===== src/rtl/rtp_h264_nal_packetizer_assert.svh =====
// Assertion macros for the packetizer RTL.
`ifndef RTP_H264_NAL_PACKETIZER_ASSERT_SVH
`define RTP_H264_NAL_PACKETIZER_ASSERT_SVH

// Consequent checked in the same cycle as the antecedent.
`define RTPNAL_ASSERT_NOW(label, ante, cons, msg) \
    label: assert property (@(posedge aclk) disable iff (!aresetn) (ante) |-> (cons)) \
        else $error(msg);

// Consequent checked in the cycle after the antecedent.
`define RTPNAL_ASSERT_NEXT(label, ante, cons, msg) \
    label: assert property (@(posedge aclk) disable iff (!aresetn) (ante) |=> (cons)) \
        else $error(msg);

`endif


===== src/rtl/rtpnal_pkg.sv =====
// Types and constants shared by the RTP H.264 packetizer modules.
package rtpnal_pkg;

    typedef enum logic [1:0] {
        REG_MTU       = 2'd0,
        REG_PTYPE     = 2'd1,
        REG_SOURCE_ID = 2'd2,
        REG_START_SEQ = 2'd3
    } reg_index_t;

    localparam int unsigned RTP_HDR_LEN = 12;
    localparam int unsigned EXT_HDR_LEN = 28;
    localparam int unsigned FU_HDR_LEN  = 2;
    localparam int unsigned MTU_FLOOR   = 32;
    localparam int unsigned MTU_RESET   = 1400;

    localparam logic [7:0] VER_BYTE       = 8'h80;
    localparam logic [7:0] VER_EXT_BYTE   = 8'h90;
    localparam logic [7:0] EXT_PROFILE_HI = 8'hbe;
    localparam logic [7:0] EXT_PROFILE_LO = 8'hde;
    localparam logic [7:0] EXT_LENGTH     = 8'h03;
    localparam logic [7:0] EXT_ID_LEN     = 8'h17;
    localparam logic [7:0] FU_A_TYPE      = 8'd28;
    localparam logic [7:0] NRI_MASK       = 8'h60;
    localparam logic [7:0] TYPE_MASK      = 8'h1f;
    localparam logic [7:0] FU_START_BIT   = 8'h80;
    localparam logic [7:0] FU_END_BIT     = 8'h40;

    typedef logic [4:0] slot_t;

    localparam slot_t SLOT_FIRST     = 5'd0;
    localparam slot_t SLOT_BASE_LAST = 5'd11;
    localparam slot_t SLOT_CAP_FIRST = 5'd17;
    localparam slot_t SLOT_EXT_LAST  = 5'd27;
    localparam slot_t SLOT_FU_IND    = 5'd28;
    localparam slot_t SLOT_FU_HDR    = 5'd29;
    localparam slot_t SLOT_PAYLOAD   = 5'd30;

    typedef struct packed {
        logic [6:0]  ptype;
        logic [31:0] source_id;
    } cfg_t;

    typedef struct packed {
        logic        load;
        logic [15:0] value;
    } seq_load_t;

    typedef struct packed {
        logic        header;
        logic        fu;
        logic        marker;
        logic        ext;
        logic [15:0] seq;
        logic [31:0] timestamp;
        logic [63:0] capture_time;
        logic [7:0]  fu_indicator;
        logic [7:0]  fu_header;
        logic [7:0]  data;
        logic        last;
    } cmd_t;

endpackage


===== src/rtl/rtpnal_front.sv =====
// Front end: accepts NAL bytes, tracks NAL and fragment state, issues packet commands.
module rtpnal_front #(
    parameter int MAX_PACKET_BYTES = 1500,
    parameter int MAX_NAL_BYTES    = 1048576,
    localparam int MtuW = $clog2(MAX_PACKET_BYTES + 1)
) (
    input  logic                 aclk,
    input  logic                 aresetn,
    input  logic                 in_valid,
    output logic                 in_ready,
    input  logic [7:0]           in_data,
    input  logic                 in_start,
    input  logic [20:0]          in_length,
    input  logic                 in_marker,
    input  logic [31:0]          in_timestamp,
    input  logic [63:0]          in_capture,
    input  logic [MtuW-1:0]      mtu,
    input  rtpnal_pkg::seq_load_t seq_load,
    input  logic                 cmd_full,
    output logic                 cmd_push,
    output rtpnal_pkg::cmd_t     cmd
);

    localparam int NalW = $clog2(MAX_NAL_BYTES + 1);
    localparam int LenW = (NalW > 21) ? NalW : 21;
    localparam logic [LenW-1:0] LenMax = LenW'(MAX_NAL_BYTES);

    logic [15:0]     seq_reg, seq_next;
    logic [NalW-1:0] nal_left_reg, nal_left_next;
    logic [MtuW-1:0] chunk_reg, chunk_next;
    logic [7:0]      held_reg, held_next;
    logic            frag_reg, frag_next;
    logic            first_reg, first_next;
    logic            marker_reg, marker_next;
    logic [31:0]     ts_reg, ts_next;
    logic [63:0]     cap_reg, cap_next;

    logic            accept;
    logic [LenW-1:0] len_ext;
    logic [LenW-1:0] len_sat;
    logic            ext_new;
    logic            ext_held;
    logic [MtuW-1:0] single_room;
    logic [MtuW-1:0] max_fu;
    logic            fits;
    logic            fu_last;
    logic [MtuW-1:0] chunk_size;

    assign in_ready = !cmd_full;
    assign accept   = in_valid && !cmd_full;

    always_comb begin
        len_ext     = LenW'(in_length);
        len_sat     = (len_ext > LenMax) ? LenMax : len_ext;
        ext_new     = (in_capture != 64'd0) && !in_capture[63];
        ext_held    = (cap_reg != 64'd0) && !cap_reg[63];
        single_room = mtu - (ext_new ? MtuW'(rtpnal_pkg::EXT_HDR_LEN)
                                     : MtuW'(rtpnal_pkg::RTP_HDR_LEN));
        max_fu      = mtu - (ext_held
                        ? MtuW'(rtpnal_pkg::EXT_HDR_LEN + rtpnal_pkg::FU_HDR_LEN)
                        : MtuW'(rtpnal_pkg::RTP_HDR_LEN + rtpnal_pkg::FU_HDR_LEN));
        fits        = len_sat <= LenW'(single_room);
        fu_last     = LenW'(nal_left_reg) <= LenW'(max_fu);
        chunk_size  = fu_last ? MtuW'(nal_left_reg) : max_fu;
    end

    always_comb begin
        seq_next      = seq_reg;
        nal_left_next = nal_left_reg;
        chunk_next    = chunk_reg;
        held_next     = held_reg;
        frag_next     = frag_reg;
        first_next    = first_reg;
        marker_next   = marker_reg;
        ts_next       = ts_reg;
        cap_next      = cap_reg;
        cmd_push      = 1'b0;
        cmd           = '0;
        cmd.data      = in_data;

        if (accept) begin
            if (in_start) begin
                if (in_length == 21'd0) begin
                    nal_left_next = '0;
                    chunk_next    = '0;
                end else begin
                    marker_next = in_marker;
                    ts_next     = in_timestamp;
                    cap_next    = in_capture;
                    if (fits) begin
                        frag_next        = 1'b0;
                        first_next       = 1'b0;
                        nal_left_next    = NalW'(len_sat) - NalW'(1);
                        chunk_next       = MtuW'(len_sat) - MtuW'(1);
                        cmd_push         = 1'b1;
                        cmd.header       = 1'b1;
                        cmd.marker       = in_marker;
                        cmd.ext          = ext_new;
                        cmd.seq          = seq_reg;
                        cmd.timestamp    = in_timestamp;
                        cmd.capture_time = in_capture;
                        cmd.last         = (len_sat == LenW'(1));
                        seq_next         = seq_reg + 16'd1;
                    end else begin
                        frag_next     = 1'b1;
                        first_next    = 1'b1;
                        held_next     = in_data;
                        nal_left_next = NalW'(len_sat) - NalW'(1);
                        chunk_next    = '0;
                    end
                end
            end else if (nal_left_reg != '0) begin
                nal_left_next = nal_left_reg - NalW'(1);
                cmd_push      = 1'b1;
                if (frag_reg && chunk_reg == '0) begin
                    cmd.header       = 1'b1;
                    cmd.fu           = 1'b1;
                    cmd.marker       = marker_reg && fu_last;
                    cmd.ext          = ext_held;
                    cmd.seq          = seq_reg;
                    cmd.timestamp    = ts_reg;
                    cmd.capture_time = cap_reg;
                    cmd.fu_indicator = (held_reg & rtpnal_pkg::NRI_MASK)
                                       | rtpnal_pkg::FU_A_TYPE;
                    cmd.fu_header    = (held_reg & rtpnal_pkg::TYPE_MASK)
                                       | (first_reg ? rtpnal_pkg::FU_START_BIT : 8'h00)
                                       | (fu_last ? rtpnal_pkg::FU_END_BIT : 8'h00);
                    cmd.last         = (chunk_size == MtuW'(1));
                    first_next       = 1'b0;
                    seq_next         = seq_reg + 16'd1;
                    chunk_next       = chunk_size - MtuW'(1);
                end else begin
                    cmd.last   = (chunk_reg == MtuW'(1));
                    chunk_next = chunk_reg - MtuW'(1);
                end
            end
        end

        if (seq_load.load) begin
            seq_next = seq_load.value;
        end
    end

    always_ff @(posedge aclk) begin
        if (!aresetn) begin
            seq_reg      <= '0;
            nal_left_reg <= '0;
            chunk_reg    <= '0;
            frag_reg     <= 1'b0;
            first_reg    <= 1'b0;
        end else begin
            seq_reg      <= seq_next;
            nal_left_reg <= nal_left_next;
            chunk_reg    <= chunk_next;
            frag_reg     <= frag_next;
            first_reg    <= first_next;
        end
        held_reg   <= held_next;
        marker_reg <= marker_next;
        ts_reg     <= ts_next;
        cap_reg    <= cap_next;
    end

endmodule


===== src/rtl/rtpnal_fifo.sv =====
// Two-entry command queue between the front end and the byte emitter.
module rtpnal_fifo (
    input  logic             aclk,
    input  logic             aresetn,
    input  logic             push,
    input  rtpnal_pkg::cmd_t push_cmd,
    input  logic             pop,
    output rtpnal_pkg::cmd_t head,
    output logic             full,
    output logic             empty
);

    rtpnal_pkg::cmd_t mem [2];
    logic       wr_ptr_reg, wr_ptr_next;
    logic       rd_ptr_reg, rd_ptr_next;
    logic [1:0] count_reg, count_next;

    assign full  = (count_reg == 2'd2);
    assign empty = (count_reg == 2'd0);
    assign head  = mem[rd_ptr_reg];

    always_comb begin
        wr_ptr_next = push ? !wr_ptr_reg : wr_ptr_reg;
        rd_ptr_next = pop ? !rd_ptr_reg : rd_ptr_reg;
        count_next  = count_reg + {1'b0, push} - {1'b0, pop};
    end

    always_ff @(posedge aclk) begin
        if (!aresetn) begin
            wr_ptr_reg <= 1'b0;
            rd_ptr_reg <= 1'b0;
            count_reg  <= 2'd0;
        end else begin
            wr_ptr_reg <= wr_ptr_next;
            rd_ptr_reg <= rd_ptr_next;
            count_reg  <= count_next;
        end
        if (push) begin
            mem[wr_ptr_reg] <= push_cmd;
        end
    end

endmodule


===== src/rtl/rtpnal_back.sv =====
// Back end: walks each command through header, FU and payload slots into the output register.
module rtpnal_back (
    input  logic             aclk,
    input  logic             aresetn,
    input  rtpnal_pkg::cfg_t cfg,
    input  rtpnal_pkg::cmd_t head,
    input  logic             empty,
    output logic             pop,
    output logic             m_tvalid,
    input  logic             m_tready,
    output logic [7:0]       m_tdata,
    output logic             m_tlast
);

    logic                  started_reg, started_next;
    rtpnal_pkg::slot_t     slot_reg, slot_next;
    logic                  out_valid_reg, out_valid_next;
    logic [7:0]            out_byte_reg, out_byte_next;
    logic                  out_last_reg, out_last_next;

    logic                  load;
    rtpnal_pkg::slot_t     slot;
    rtpnal_pkg::slot_t     after_header;
    logic [2:0]            cap_idx;
    logic [7:0]            slot_byte;

    assign m_tvalid = out_valid_reg;
    assign m_tdata  = out_byte_reg;
    assign m_tlast  = out_last_reg;

    always_comb begin
        load = !empty && (!out_valid_reg || m_tready);
        slot = started_reg ? slot_reg
                           : (head.header ? rtpnal_pkg::SLOT_FIRST : rtpnal_pkg::SLOT_PAYLOAD);
        after_header = head.fu ? rtpnal_pkg::SLOT_FU_IND : rtpnal_pkg::SLOT_PAYLOAD;
        cap_idx = 3'(slot - rtpnal_pkg::SLOT_CAP_FIRST);

        unique case (slot) inside
            5'd0:        slot_byte = head.ext ? rtpnal_pkg::VER_EXT_BYTE
                                              : rtpnal_pkg::VER_BYTE;
            5'd1:        slot_byte = {head.marker, cfg.ptype};
            5'd2:        slot_byte = head.seq[15:8];
            5'd3:        slot_byte = head.seq[7:0];
            5'd4:        slot_byte = head.timestamp[31:24];
            5'd5:        slot_byte = head.timestamp[23:16];
            5'd6:        slot_byte = head.timestamp[15:8];
            5'd7:        slot_byte = head.timestamp[7:0];
            5'd8:        slot_byte = cfg.source_id[31:24];
            5'd9:        slot_byte = cfg.source_id[23:16];
            5'd10:       slot_byte = cfg.source_id[15:8];
            5'd11:       slot_byte = cfg.source_id[7:0];
            5'd12:       slot_byte = rtpnal_pkg::EXT_PROFILE_HI;
            5'd13:       slot_byte = rtpnal_pkg::EXT_PROFILE_LO;
            5'd14:       slot_byte = 8'h00;
            5'd15:       slot_byte = rtpnal_pkg::EXT_LENGTH;
            5'd16:       slot_byte = rtpnal_pkg::EXT_ID_LEN;
            [5'd17:5'd24]: slot_byte = 8'(head.capture_time >> {cap_idx, 3'b000});
            [5'd25:5'd27]: slot_byte = 8'h00;
            5'd28:       slot_byte = head.fu_indicator;
            5'd29:       slot_byte = head.fu_header;
            5'd30:       slot_byte = head.data;
            default:     slot_byte = 8'h00;
        endcase
    end

    always_comb begin
        started_next   = started_reg;
        slot_next      = slot_reg;
        out_valid_next = out_valid_reg;
        out_byte_next  = out_byte_reg;
        out_last_next  = out_last_reg;
        pop            = 1'b0;

        if (load) begin
            out_valid_next = 1'b1;
            out_byte_next  = slot_byte;
            out_last_next  = (slot == rtpnal_pkg::SLOT_PAYLOAD) && head.last;
            if (slot == rtpnal_pkg::SLOT_PAYLOAD) begin
                pop          = 1'b1;
                started_next = 1'b0;
            end else begin
                started_next = 1'b1;
                if (slot == rtpnal_pkg::SLOT_BASE_LAST && !head.ext) begin
                    slot_next = after_header;
                end else if (slot == rtpnal_pkg::SLOT_EXT_LAST) begin
                    slot_next = after_header;
                end else begin
                    slot_next = slot + 5'd1;
                end
            end
        end else if (m_tready) begin
            out_valid_next = 1'b0;
        end
    end

    always_ff @(posedge aclk) begin
        if (!aresetn) begin
            started_reg   <= 1'b0;
            slot_reg      <= rtpnal_pkg::SLOT_FIRST;
            out_valid_reg <= 1'b0;
        end else begin
            started_reg   <= started_next;
            slot_reg      <= slot_next;
            out_valid_reg <= out_valid_next;
        end
        out_byte_reg <= out_byte_next;
        out_last_reg <= out_last_next;
    end

endmodule


===== src/rtl/rtp_h264_nal_packetizer.sv =====
// Top level of the RTP H.264 NAL packetizer with FU-A fragmentation.
// Each input transfer carries one NAL byte and produces at most one payload
// byte on the output, preceded by a 12-byte RTP header (28 bytes with the
// capture-time extension) when it opens a packet, plus two FU bytes when
// that packet is a fragment. Payload bytes stream at one transfer per cycle
// while m_tready is high. With the queue empty and the output register free,
// m_tvalid rises once the command has passed the queue and the output
// register. A packet start adds 12, 14, 28 or 30 extra output bytes; the
// two-entry command queue takes the transfer that opens the packet and one
// more, after which s_tready stays low until that packet's first payload
// byte has left the queue. Throughput is set by the one-byte-per-cycle output port.
// The start byte of a NAL that needs fragmenting produces no output.
// Configuration writes are accepted every cycle and must only be issued
// while the block is idle.
`include "rtp_h264_nal_packetizer_assert.svh"

module rtp_h264_nal_packetizer #(
    parameter int MAX_PACKET_BYTES = 1500,
    parameter int MAX_NAL_BYTES    = 1048576
) (
    input  logic         aclk,
    input  logic         aresetn,
    input  logic         s_tvalid,
    output logic         s_tready,
    // data_byte[7:0], nal_length[28:8], marker_request[29], rtp_timestamp[61:30],
    // capture_time_ns[125:62], zero fill[127:126]
    input  logic [127:0] s_tdata,
    // start_of_nal[0]
    input  logic         s_tuser,
    output logic         m_tvalid,
    input  logic         m_tready,
    // packet_byte[7:0]
    output logic [7:0]   m_tdata,
    output logic         m_tlast,
    input  logic         cfg_valid,
    output logic         cfg_ready,
    input  logic [1:0]   cfg_index,
    input  logic [31:0]  cfg_wdata
);

    localparam int MtuW = $clog2(MAX_PACKET_BYTES + 1);
    localparam int CfgW = (MtuW > 11) ? MtuW : 11;
    localparam int unsigned MtuResetVal = (rtpnal_pkg::MTU_RESET > MAX_PACKET_BYTES)
                                          ? MAX_PACKET_BYTES : rtpnal_pkg::MTU_RESET;

    logic [MtuW-1:0]       mtu_reg, mtu_next;
    logic [6:0]            pt_reg, pt_next;
    logic [31:0]           ssrc_reg, ssrc_next;
    logic [CfgW-1:0]       mtu_wr;
    logic [CfgW-1:0]       mtu_clamped;
    logic                  cfg_write;
    rtpnal_pkg::seq_load_t seq_load;
    rtpnal_pkg::cfg_t      cfg;

    logic                  fifo_push;
    logic                  fifo_pop;
    logic                  fifo_full;
    logic                  fifo_empty;
    rtpnal_pkg::cmd_t      push_cmd;
    rtpnal_pkg::cmd_t      head_cmd;

    assign cfg_ready = 1'b1;
    assign cfg_write = cfg_valid && cfg_ready;

    always_comb begin
        mtu_wr = CfgW'(cfg_wdata[10:0]);
        if (mtu_wr < CfgW'(rtpnal_pkg::MTU_FLOOR)) begin
            mtu_clamped = CfgW'(rtpnal_pkg::MTU_FLOOR);
        end else if (mtu_wr > CfgW'(MAX_PACKET_BYTES)) begin
            mtu_clamped = CfgW'(MAX_PACKET_BYTES);
        end else begin
            mtu_clamped = mtu_wr;
        end

        mtu_next       = mtu_reg;
        pt_next        = pt_reg;
        ssrc_next      = ssrc_reg;
        seq_load.load  = 1'b0;
        seq_load.value = cfg_wdata[15:0];
        if (cfg_write) begin
            unique case (rtpnal_pkg::reg_index_t'(cfg_index))
                rtpnal_pkg::REG_MTU:       mtu_next      = MtuW'(mtu_clamped);
                rtpnal_pkg::REG_PTYPE:     pt_next       = cfg_wdata[6:0];
                rtpnal_pkg::REG_SOURCE_ID: ssrc_next     = cfg_wdata;
                rtpnal_pkg::REG_START_SEQ: seq_load.load = 1'b1;
                default:                   seq_load.load = 1'b0;
            endcase
        end
        cfg.ptype     = pt_reg;
        cfg.source_id = ssrc_reg;
    end

    always_ff @(posedge aclk) begin
        if (!aresetn) begin
            mtu_reg  <= MtuW'(MtuResetVal);
            pt_reg   <= 7'd96;
            ssrc_reg <= 32'd0;
        end else begin
            mtu_reg  <= mtu_next;
            pt_reg   <= pt_next;
            ssrc_reg <= ssrc_next;
        end
    end

    rtpnal_front #(
        .MAX_PACKET_BYTES (MAX_PACKET_BYTES),
        .MAX_NAL_BYTES    (MAX_NAL_BYTES)
    ) u_front (
        .aclk         (aclk),
        .aresetn      (aresetn),
        .in_valid     (s_tvalid),
        .in_ready     (s_tready),
        .in_data      (s_tdata[7:0]),
        .in_start     (s_tuser),
        .in_length    (s_tdata[28:8]),
        .in_marker    (s_tdata[29]),
        .in_timestamp (s_tdata[61:30]),
        .in_capture   (s_tdata[125:62]),
        .mtu          (mtu_reg),
        .seq_load     (seq_load),
        .cmd_full     (fifo_full),
        .cmd_push     (fifo_push),
        .cmd          (push_cmd)
    );

    rtpnal_fifo u_fifo (
        .aclk     (aclk),
        .aresetn  (aresetn),
        .push     (fifo_push),
        .push_cmd (push_cmd),
        .pop      (fifo_pop),
        .head     (head_cmd),
        .full     (fifo_full),
        .empty    (fifo_empty)
    );

    rtpnal_back u_back (
        .aclk     (aclk),
        .aresetn  (aresetn),
        .cfg      (cfg),
        .head     (head_cmd),
        .empty    (fifo_empty),
        .pop      (fifo_pop),
        .m_tvalid (m_tvalid),
        .m_tready (m_tready),
        .m_tdata  (m_tdata),
        .m_tlast  (m_tlast)
    );

    `RTPNAL_ASSERT_NOW(a_pop_not_empty, fifo_pop, !fifo_empty, "Queue popped while empty.")
    `RTPNAL_ASSERT_NOW(a_push_xfer, fifo_push, s_tvalid && s_tready, "Push without transfer.")
    `RTPNAL_ASSERT_NEXT(a_push_fills, fifo_push && !fifo_pop, !fifo_empty, "Queue empty after push.")

endmodule


===== config.mk =====
export PLATFORM = sky130hd
export DESIGN_NAME = rtp_h264_nal_packetizer
export DESIGN_NICKNAME = d
export VERILOG_FILES = /design/src/rtl/rtpnal_pkg.sv /design/src/rtl/rtpnal_front.sv /design/src/rtl/rtpnal_fifo.sv /design/src/rtl/rtpnal_back.sv /design/src/rtl/rtp_h264_nal_packetizer.sv
export VERILOG_INCLUDE_DIRS = /design/src /design/src/rtl
export SDC_FILE = /design/constraint.sdc
export NUM_CORES = 1
export LEC_CHECK = 0
export CAP_MARGIN = 20
export CELL_PAD_IN_SITES_DETAIL_PLACEMENT = 0
export CELL_PAD_IN_SITES_GLOBAL_PLACEMENT = 1
export CORE_MARGIN = 5
export CORE_UTILIZATION = 56
export DETAILED_ROUTE_END_ITERATION = 8
export DONT_BUFFER_PORTS = 1
export PLACE_DENSITY = 0.86
export SLEW_MARGIN = 20
export SYNTH_ARGS = -nofsm -noshare
export SYNTH_HDL_FRONTEND = slang
export SYNTH_SLANG_ARGS = --single-unit

===== constraint.sdc =====
create_clock -name aclk -period 31.3 [get_ports aclk]
set_clock_uncertainty 0.1 [all_clocks]
set_input_delay 3.13 -clock aclk [delete_from_list [all_inputs] [get_ports aclk]]
set_output_delay 3.13 -clock aclk [all_outputs]
set_load 0.005 [all_outputs]

==> summary.md <==
| Metric | Value |
|---|---|
| Outcome | finished, final reports clean |
| First-pass GRT wire length | around 89,000 µm |
| Core area | 39,900 µm² |
| Final setup fails | 0 |
| Total power | 1570 µW |
| H-Tree Depth | 2 |
| Drt pass-1 iters | 5 |
| Hold path cells | 2 |
| Post-CTS Setup Repair Bufs | 0 |
| FMAX | roughly 100 MHz |
| Post-synth top area share | 50.4% |
| Net Count, Synth | around 2,100 |
| Top cells by area, synth | edfxtp_1, dfxtp_1, mux4_2 |
| Post-route DRC | 0 |
| Final nets | just over 2,000 |
| Synth Area in XOR/XNOR | approximately 2.3% |
| Mapped Cells | approximately 1,900 |
| Primary FF master, synth | edfxtp_1 |
| Port bufs | 0 |
| CP Max Fanout | between 60 and 70 |
| Final HPWL from detailed placement | 41,600 µm |
| Largest net degree at the start of global routing | 77 |
| Area leader, netlist | edfxtp_1 |
| Vias in the first global route | 14,944 |
| Routability cong. | 0.894 |
| Worst setup margin | 21,570 ps |
| RSZ-0062 raised after global routing | false |
| Count of synthesis-stage warnings from yosys | 0 |
| CTS root buffer | clkbuf_16 |
| Area share of fa/ha/maj cells after synthesis | 2.26% |
| Area Overhead vs Synth | 8.92% |
| Max reg flops | 268 |
| Max Cap Viol | 0 |
| Avg WL per Cell | about 25 µm |
| DR WL met3 | ~4700 µm |
| Initial antenna violation count | 0 |
| Via count | roughly 16,000 |
| Place WS | 21,070 ps |
| CP Launch Type | primary input |
| DP Cell Count | 2,290 |
| CP endpoint kind | flop |
| Rel. slew slack | 25.5% |
| Cell Rows | 73 |
| Post-synth cell types | about 80 |
| Routed wl met2 | 28,300 µm |
| FFs w/ async S/R, synth | 0% |
| DIE AREA | 44,700 µm² |
| CP arrival | about 9800 ps |
| Post-Route WL | between 50,000 and 60,000 µm |
| Cell with the most instances after synthesis | edfxtp_1 |
| Critical setup path kind | in -> reg |
| Worst-path clk slew | 60 ps |
| Die height | 211 µm |
| Main combinational cell family by area after synthesis | compound AO/OA/AOI/OAI gates |
| Diodes inserted | 0 |
| Clock net sink count | 493 |
| Num ports | 180 |
| Syn Std Cell Area | 22,700 µm² |
| 1st-iter DRT viols | between 1,500 and 2,000 |
| Synth top cells by count | edfxtp_1, nand2_1, dfxtp_1 |
| Chip width | 211 µm |
| Top layer in use | met4 |
| Non-filler cells, final | 2,380 |
| CTS Hold Bufs | 0 |
| # resized after CTS | 0 |
| Clock Tree Buf Depth | 3 |
| FF+latch count, synth | just under 500 |
| Vias per cell | 6.58 |
| Setup_tns | 0 ps |
| TritonCTS clock tree | done |
| Worst skew pair latency | 590 ps |
| Worst min-delay path class | reg -> reg |
| Synth Area in Compound Gates | 13.9% |
| Cells on worst reg2reg path | 21 |
| Total track usage | 26.0% |
| Final period utilization | 31.1% |
| Final Hold Viols | 0 |
| Multiplexer share of the synthesized area | 6.72% |
| Peak VDD IR | 0.0000491 V |
| Starting Density | 56.9% |
| Simple-gate share of the synthesized area | 12.1% |
| Share of layout cells above drive strength 1 | 9.00% |
| Final Max Slew Viols | 0 |
| Worst EP required | ~31,000 ps |
| Post-synth EDFFs | 381 |
| ANT nets after route | 0 |
| Min Tclk post-route | 9730 ps |
| Global route overflow | 0 |
| Seq/Total Area, Yosys | 60.3% |
| WL met1 | 25,300 µm |
| CTS buffer count | 49 |
| Worst slew pin tran | 1110 ps |
| PwrDens | 63.5 nW/µm² |
| Avg Cell Area, Syn | 12.2 µm² |
| Leak | 0.00792 µW |
==> cells by family (layout without fill, tap and decap cells) <==
family	after synthesis	after routing
AO/OA/AOI/OAI	459	459
XOR/XNOR	59	59
adder cells (fa/ha/maj)	41	41
buffers and inverters	147	145
flip-flops	493	493
multiplexers	101	101
other	1	1
AND/OR/NAND/NOR	556	556
==> final cells by class <==
type	instances	area [µm²]
Clock buffer	65	1350
Clock inverter	25	256
Fill cell	3064	15200
Inverter	35	135
Multi-Input combinational cell	1217	8480
Sequential cell	493	13700
Tap cell	525	657
Timing Repair Buffer	20	150
==> per-stage QoR <==
stage	hold slack [ps]	instance area [µm²]	utilization, %
after floorplan	334	22700	-
after global placement	344	23100	57.9
after detailed placement	348	23100	57.9
after CTS	358	24700	61.9
after global routing	375	24700	61.9
final	361	24700	61.9
==> path summary, 6_finish.rpt <==
| kind | endpoint | slack (ps) | startpoint |
|---|---|---|---|
| min reg2reg | ssrc_reg[27] | 360 | ssrc_reg[27] |
| max reg2reg | u_front.chunk_reg[10] | 23280 | u_front.cap_reg[63] |
| min | ssrc_reg[27] | 360 | ssrc_reg[27] |
| max | u_fifo.mem[0][71] | 21570 | s_tdata[112] |
==> power by group <==
| part | total (µW) | switching (µW) | leakage (µW) | internal [µW] |
|---|---|---|---|---|
| clock network | 588 | 245 | 0.000792 | 344 |
| logic | 197 | 123 | 0.00282 | 73.8 |
| registers | 783 | 29.2 | 0.00430 | 754 |
| total | 1570 | 397 | 0.00792 | 1170 |
==> cell usage in the layout (no fill, tap or decap), drive strengths merged, types with 16 or more instances in the layout <==
cell type and instances:
nor2b 22, nor3 39, o22ai 16, xnor2 34, a22o 97, mux2i 51, nor4 47, inv 32
clkbuf 65, a21oi 107, xor2 25, ha 41, a31oi 17, and2 23, clkinv 22, buf 20
edfxtp 381, nand2 182, o21ai 95, a22oi 17, mux4 40, nand3 44, nand4 22, dfxtp 112
nor2 106
==> worst max-delay path: stages <==
cell and delay, ps:
nor4_1 480, nand4_1 280, o41ai_2 1040, ha_1 430, a211oi_1 290, nor2b_1 220
nand3b_1 110, xor2_1 170, ha_1 340, a21oi_1 160, o211ai_1 120, or3_4 450
o21ai_4 270, nand2_1 270, a21o_1 340, nor2_4 100, buf_4 760, buf_4 820
==> routing by layer <==
layer	GRT usage [%]	vias to the layer above
li1	-	7120
met1	37.3	7772
met2	41.6	670
met3	4.52	94
met4	6.91	0
met5	0	-
No activity file was read; power rests on OpenSTA's default activity.
